$ cat config.mk
export PLATFORM = sky130hd
export DESIGN_NAME = lbmc_front
export DESIGN_NICKNAME = d
export VERILOG_FILES = /design/src/sv/lbmc_pkg.sv /design/src/sv/lbmc_front.sv
export SDC_FILE = /design/constraint.sdc
export NUM_CORES = 1
export LEC_CHECK = 0
export BUFFER_PORTS_ARGS = -buffer_cell sky130_fd_sc_hd__buf_2
export CAP_MARGIN = 20
export CORE_MARGIN = 5
export CORE_UTILIZATION = 54
export DETAILED_ROUTE_END_ITERATION = 6
export GPL_ROUTABILITY_DRIVEN = 0
export GPL_TIMING_DRIVEN = 0
export PLACE_DENSITY_LB_ADDON = 0.3
export REMOVE_ABC_BUFFERS = 1
export SYNTH_ARGS = -nofsm -noshare
export SYNTH_HDL_FRONTEND = slang
export SYNTH_SLANG_ARGS = --single-unit
$ cat constraint.sdc
create_clock -name clk -period 12.5 [get_ports clk]
set_input_delay 0 -clock clk [delete_from_list [all_inputs] [get_ports clk]]
set_output_delay 0 -clock clk [all_outputs]
set_load 0.005 [all_outputs]
$ cat src/sv/lbmc_pkg.sv
// ----------------------------------------------------------------------------
// lbmc_pkg: shared types, constants and fixed-point helpers
// Q3.20 data format, D2Q9 lattice tables, request/result structs and the
// rounding and saturating arithmetic used by all collision modules.
// ----------------------------------------------------------------------------
package lbmc_pkg;

  localparam int DATA_W     = 24;
  localparam int FRAC_W     = 20;
  localparam int NDIR       = 9;
  localparam int DIR_IDX_W  = $clog2(NDIR);
  localparam int FLOW_W     = FRAC_W + 1;
  localparam int RATE_W     = FRAC_W + 2;
  localparam int PROD_W     = 2 * DATA_W + 2;
  localparam int CFG_IDX_W  = 2;
  localparam int CFG_DATA_W = RATE_W;
  localparam int SETTLE     = 4;
  localparam int SETTLE_W   = $clog2(SETTLE + 1);
  localparam int PIPE_LAT   = 5;

  typedef logic signed [DATA_W-1:0] data_t;
  typedef logic signed [FLOW_W-1:0] flow_t;
  typedef logic        [RATE_W-1:0] rate_t;
  typedef logic signed [PROD_W-1:0] wide_t;

  typedef enum logic [CFG_IDX_W-1:0] {
    REG_FLOW_X     = CFG_IDX_W'(0),
    REG_FLOW_Y     = CFG_IDX_W'(1),
    REG_RELAX_RATE = CFG_IDX_W'(2)
  } cfg_reg_t;

  typedef struct packed {
    data_t dist_0;
    data_t dist_1;
    data_t dist_2;
    data_t dist_3;
    data_t dist_4;
    data_t dist_5;
    data_t dist_6;
    data_t dist_7;
    data_t dist_8;
    data_t source_now;
    data_t source_prev;
    logic  wall_cell;
  } req_t;

  typedef struct packed {
    data_t new_dist_0;
    data_t new_dist_1;
    data_t new_dist_2;
    data_t new_dist_3;
    data_t new_dist_4;
    data_t new_dist_5;
    data_t new_dist_6;
    data_t new_dist_7;
    data_t new_dist_8;
    data_t density;
  } res_t;

  // per-cell values shared by all lanes
  typedef struct packed {
    data_t rho;
    data_t src;
    logic  wall;
  } cell_ctl_t;

  // per-direction coefficients derived from the flow registers
  typedef struct packed {
    data_t wpoly;
    data_t wlin;
  } coef_t;

  // lattice directions: rest, +x, +y, -x, -y, +x+y, -x+y, -x-y, +x-y
  localparam logic signed [1:0] DIR_POS = 2'sd1;
  localparam logic signed [1:0] DIR_NEG = -2'sd1;
  localparam logic signed [1:0] DIR_X [NDIR] =
    '{2'sd0, 2'sd1, 2'sd0, -2'sd1, 2'sd0, 2'sd1, -2'sd1, -2'sd1, 2'sd1};
  localparam logic signed [1:0] DIR_Y [NDIR] =
    '{2'sd0, 2'sd0, 2'sd1, 2'sd0, -2'sd1, 2'sd1, 2'sd1, -2'sd1, -2'sd1};

  localparam longint W_REST = ((longint'(4) << FRAC_W) + 4) / 9;
  localparam longint W_AXIS = ((longint'(1) << FRAC_W) + 4) / 9;
  localparam longint W_DIAG = ((longint'(1) << FRAC_W) + 18) / 36;

  localparam rate_t RELAX_RESET = rate_t'(((longint'(20) << FRAC_W) + 6) / 13);

  localparam wide_t ONE      = wide_t'(longint'(1) << FRAC_W);
  localparam wide_t HALF_LSB = wide_t'(longint'(1) << (FRAC_W - 1));
  localparam wide_t DMAX     = wide_t'((longint'(1) << (DATA_W - 1)) - 1);
  localparam wide_t DMIN     = -DMAX - wide_t'(1);

  function automatic data_t dir_weight(input logic [DIR_IDX_W-1:0] idx);
    data_t w;
    case (idx)
      DIR_IDX_W'(0): w = data_t'(W_REST);
      DIR_IDX_W'(1),
      DIR_IDX_W'(2),
      DIR_IDX_W'(3),
      DIR_IDX_W'(4): w = data_t'(W_AXIS);
      DIR_IDX_W'(5),
      DIR_IDX_W'(6),
      DIR_IDX_W'(7),
      DIR_IDX_W'(8): w = data_t'(W_DIAG);
      default:       w = '0;
    endcase
    return w;
  endfunction

  // clamp to the signed data range
  function automatic data_t sat_data(input wide_t x);
    data_t r;
    if (x > DMAX) r = DMAX[DATA_W-1:0];
    else if (x < DMIN) r = DMIN[DATA_W-1:0];
    else r = x[DATA_W-1:0];
    return r;
  endfunction

  // round a raw Q.F product to nearest, ties away from zero, then saturate
  function automatic data_t round_mul(input wide_t p);
    wide_t r;
    if (p[PROD_W-1]) r = p + HALF_LSB - wide_t'(1);
    else r = p + HALF_LSB;
    return sat_data(r >>> FRAC_W);
  endfunction

  // halve, ties away from zero
  function automatic wide_t half_away(input wide_t x);
    wide_t r;
    if (x[PROD_W-1]) r = x >>> 1;
    else r = (x + wide_t'(1)) >>> 1;
    return r;
  endfunction

endpackage

$ cat src/sv/lbmc_front.sv
// ----------------------------------------------------------------------------
// lbmc_front: density and source front end
// Two-stage saturating density sum over the nine distributions, plus the
// source mix half(3*now - prev). Feeds the per-direction lanes.
// ----------------------------------------------------------------------------
module lbmc_front (
  input  logic                clk,
  input  lbmc_pkg::req_t      req,
  output lbmc_pkg::data_t     f_out [lbmc_pkg::NDIR],
  output lbmc_pkg::cell_ctl_t ctl
);
  import lbmc_pkg::*;

  localparam int HEAD = (NDIR + 1) / 2;

  data_t din [NDIR];
  data_t f1  [NDIR];
  data_t part_c;
  data_t part1;
  data_t rho_c;
  data_t src_c;
  data_t src1;
  logic  wall1;

  always_comb begin
    din[0] = req.dist_0;
    din[1] = req.dist_1;
    din[2] = req.dist_2;
    din[3] = req.dist_3;
    din[4] = req.dist_4;
    din[5] = req.dist_5;
    din[6] = req.dist_6;
    din[7] = req.dist_7;
    din[8] = req.dist_8;
    // sum saturates after every add, in direction order
    part_c = '0;
    for (int i = 0; i < HEAD; i++) begin
      part_c = sat_data(wide_t'(part_c) + wide_t'(din[i]));
    end
    src_c = sat_data(half_away(wide_t'(3) * wide_t'(req.source_now)
                               - wide_t'(req.source_prev)));
  end

  always_comb begin
    rho_c = part1;
    for (int i = HEAD; i < NDIR; i++) begin
      rho_c = sat_data(wide_t'(rho_c) + wide_t'(f1[i]));
    end
  end

  always_ff @(posedge clk) begin
    for (int i = 0; i < NDIR; i++) begin
      f1[i]    <= din[i];
      f_out[i] <= f1[i];
    end
    part1    <= part_c;
    src1     <= src_c;
    wall1    <= req.wall_cell;
    ctl.rho  <= rho_c;
    ctl.src  <= src1;
    ctl.wall <= wall1;
  end

endmodule

==> flow_summary.toml <==
[global_routing]
grt_max_degree = 32
grt_pass1_vias = 22497
grt_usage_pct = 28.9
grt_pass1_wl_microns = 118000
antenna_found_initial = 7
gr-total-overflow = 0
globalRouteMet2Util_pct = 51.4
busiest_layer = "met2"
use_met1_pct = 33.8
grt_use_met3_pct = 5.32

[status]
status = "complete, no violations"

[detailed_routing]
drtIter0Drc = 1637
via_count = 21926
drc = 0
wirelength_microns = 76300
ant_nets = 0
drtPass1Iterations = 6
via_per_inst = 5.56
routedWlPerCell_microns = 19.4

[yosys]
synth_flop_cell = "dfxtp_1"
ys_seq_area_share_pct = 43.1
syn-cell-area_sq_mm = 0.0246
async_flop_share_pct = 0
yosysTopAreaCellShare_pct = 43.1
yosys_warnings = 0
syn_inst = 2547
synth_area_leaders = "dfxtp_1 43%, ha_1 13%, a21oi_1 5.5%"
synth-edff-count = 0
yosysTopAreaCell = "dfxtp_1"
yosysUniqueCellTypes = 92
ys_ff_latch = 530
postSynthAreaPerCell_sq_um = 9.66

[placed_design]
place_area_sq_mm = 0.0278
portBuffers = 530
dp_hpwl_microns = 54100

[layout]
most-common-layout-cells = "530 x dfxtp_1, 530 x buf_2, 267 x a21oi_1"
nNetsFinal = 3843
syn2layout_area_growth_pct = 30.3
final_cell_area_sq_mm = 0.0321
final_layout_size_suffix_gt1_share_pct = 21.5

[setup_path]
crit_required_ns = 12.97
crit_type = "input port to flip-flop"
path_max_fanout = 20
worst_setup_path_start_kind = "input port"
reg2reg_from = "f1[5][0]$_DFF_P_"
crit_end = "part1[17]$_SDFF_PN1_"
startpoint = "req[217]"
rrSetupSlack_ns = 0.56
worst_path_most_repeated_cell = "a21oi_1"
cp-end-kind = "flip-flop"
rr_endpoint = "ctl[41]$_SDFF_PN1_"
worstPathArrival_ns = 12.48
cpMaxStageDelayCell = "a2111oi_2"
max_stage_delay_ns = 0.50
reg2regPathDepth = 47

[clock_tree]
cts_root_buffer = "clkbuf_16"
worstSkewPairLatency_ns = 0.60
clk_pin_slew_worst_paths_ns = 0.06
htree_levels = 2
cts_tree = "yes"
cts_made_buffers = 48
cts_buffer_depth = 3
clkSinkCount = 530

[timing]
skew_ns = 0.0291
fin_crit_sh_pct = 96.1
slew_headroom_pct = 36.4
slew_viol_final = 0
fmax_ghz = 0.0833
final.min_clock_period_ns = 12.01
hold_viol_final = 0
worst_slew_pin_slew_ns = 0.951
finalSetupViolCount = 0
hold_slack_ns = 0.0323

[flow_run]
drv_cap = 0

[floorplanning]
dieWidth_microns = 224
die_h_microns = 224
dieArea_sq_mm = 0.0500
ioPinCount = 531
core_sq_mm = 0.0453
rows = 78
start_util_pct = 54.4

[worst_hold_path]
hold_path_class = "input port to flip-flop"
logic make-up (layout without fill, tap and decap cells):
family	after synthesis	after routing	synth area share, %
AND/OR/NAND/NOR	503	505	10.3
flip-flops	530	530	43.1
other	0	9	0
adder cells (fa/ha/maj)	305	305	16.2
buffers and inverters	288	1072	4.53
AO/OA/AOI/OAI	722	722	18.7
XOR/XNOR	195	195	6.94
multiplexers	4	4	0.168
routing by layer:
| layer | share of wire, % | up-vias |
|---|---|---|
| met1 | 38 | 10287 |
| met5 | 0 | - |
| met3 | 7.1 | 232 |
| met2 | 49 | 941 |
| li1 | - | 10466 |
| met4 | 5.0 | 0 |
registers in the layout, indices dropped and copies added, names as in the netlist:
name,cells
part1,24
wall1,1
f1,216
f_out,216
ctl,49
src1,24
critical path: cells and delay by family:
| kind | cells | cell delay (ns) |
|---|---|---|
| AO/OA/AOI/OAI | 28 | 8.03 |
| adder cells (fa/ha/maj) | 6 | 2.08 |
| AND/OR/NAND/NOR | 8 | 1.82 |
| XOR/XNOR | 1 | 0.31 |
| buffers and inverters | 2 | 0.19 |
cells in the mapped netlist (all sizes together), types with 6 or more instances:
master and number:
nor2b 25, o2111ai 6, a211o 12, o211ai 13
o21a 30, a41oi 6, o311ai 6, ha 248
a21o 78, a2111oi 6, a21oi 270, xnor2 123
clkbuf 56, o31ai 13, o31a 6, o22ai 28
nor2 115, dfxtp 530, a221o 7, nand2b 34
o21ai 135, a31oi 18, or2 7, nand2 115
inv 219, maj3 25, buf 13, and2 13
xor2 72, nor4 14, a221oi 7, fa 32
nor3 32, a211oi 18, or3 6, nand3 58
and3 34, o21bai 23, nand4 23
worst min path at each step:
stage / slack, ns / startpoint / cells after the start / to
2_1_floorplan: 0.03 / req[241] / 0 / f1[0][0]$_DFF_P_
3_3_place_gp: 0.10 / req[120] / 1 / f1[6][23]$_DFF_P_
3_5_place_dp: 0.10 / req[88] / 1 / f1[7][15]$_DFF_P_
4_1_cts: 0.009 / req[25] / 5 / src1[0]$_SDFF_PN1_
5_1_grt: 0.03 / req[99] / 2 / f1[6][2]$_DFF_P_
6_report: 0.03 / req[25] / 5 / src1[0]$_SDFF_PN1_
final cells by class:
cell class / instances / area (sq um)
multi-input cells: 1731 / 13200
fillers: 3072 / 13200
flip-flops and latches: 530 / 10600
repair buffers: 767 / 4980
clock buffers: 70 / 1410
inverters: 219 / 822
well taps: 600 / 751
clock inverters: 16 / 240
diodes: 9 / 22.5
metrics by stage:
step | cells | setup slack (ns) | setup TNS [ns] | util [%]
floorplan | 2478 | 0.0717 | 0 | -
global placement | 3608 | -2.90 | -112.54 | 61.2
detailed placement | 3613 | -2.10 | -85.23 | 61.3
CTS | 3918 | 0.00344 | 0 | 70.2
global route | 3939 | -0.0582 | -0.390 | 70.8
finish | 3942 | 0.492 | 0 | 70.8
timing repair:
item / in CTS / in global routing
gates resized for setup: 32 / 35
endpoints found under the setup margin: 48 / 48
hold buffers: 217 / 0
hold endpoints to repair: 231 / 0
pin swaps: 2 / 8
gates cloned: 0 / 2
buffers inserted: 2 / 13
Power is not shown: default switching activity piles up to over one toggle a cycle in this logic, so the estimate is an artifact.
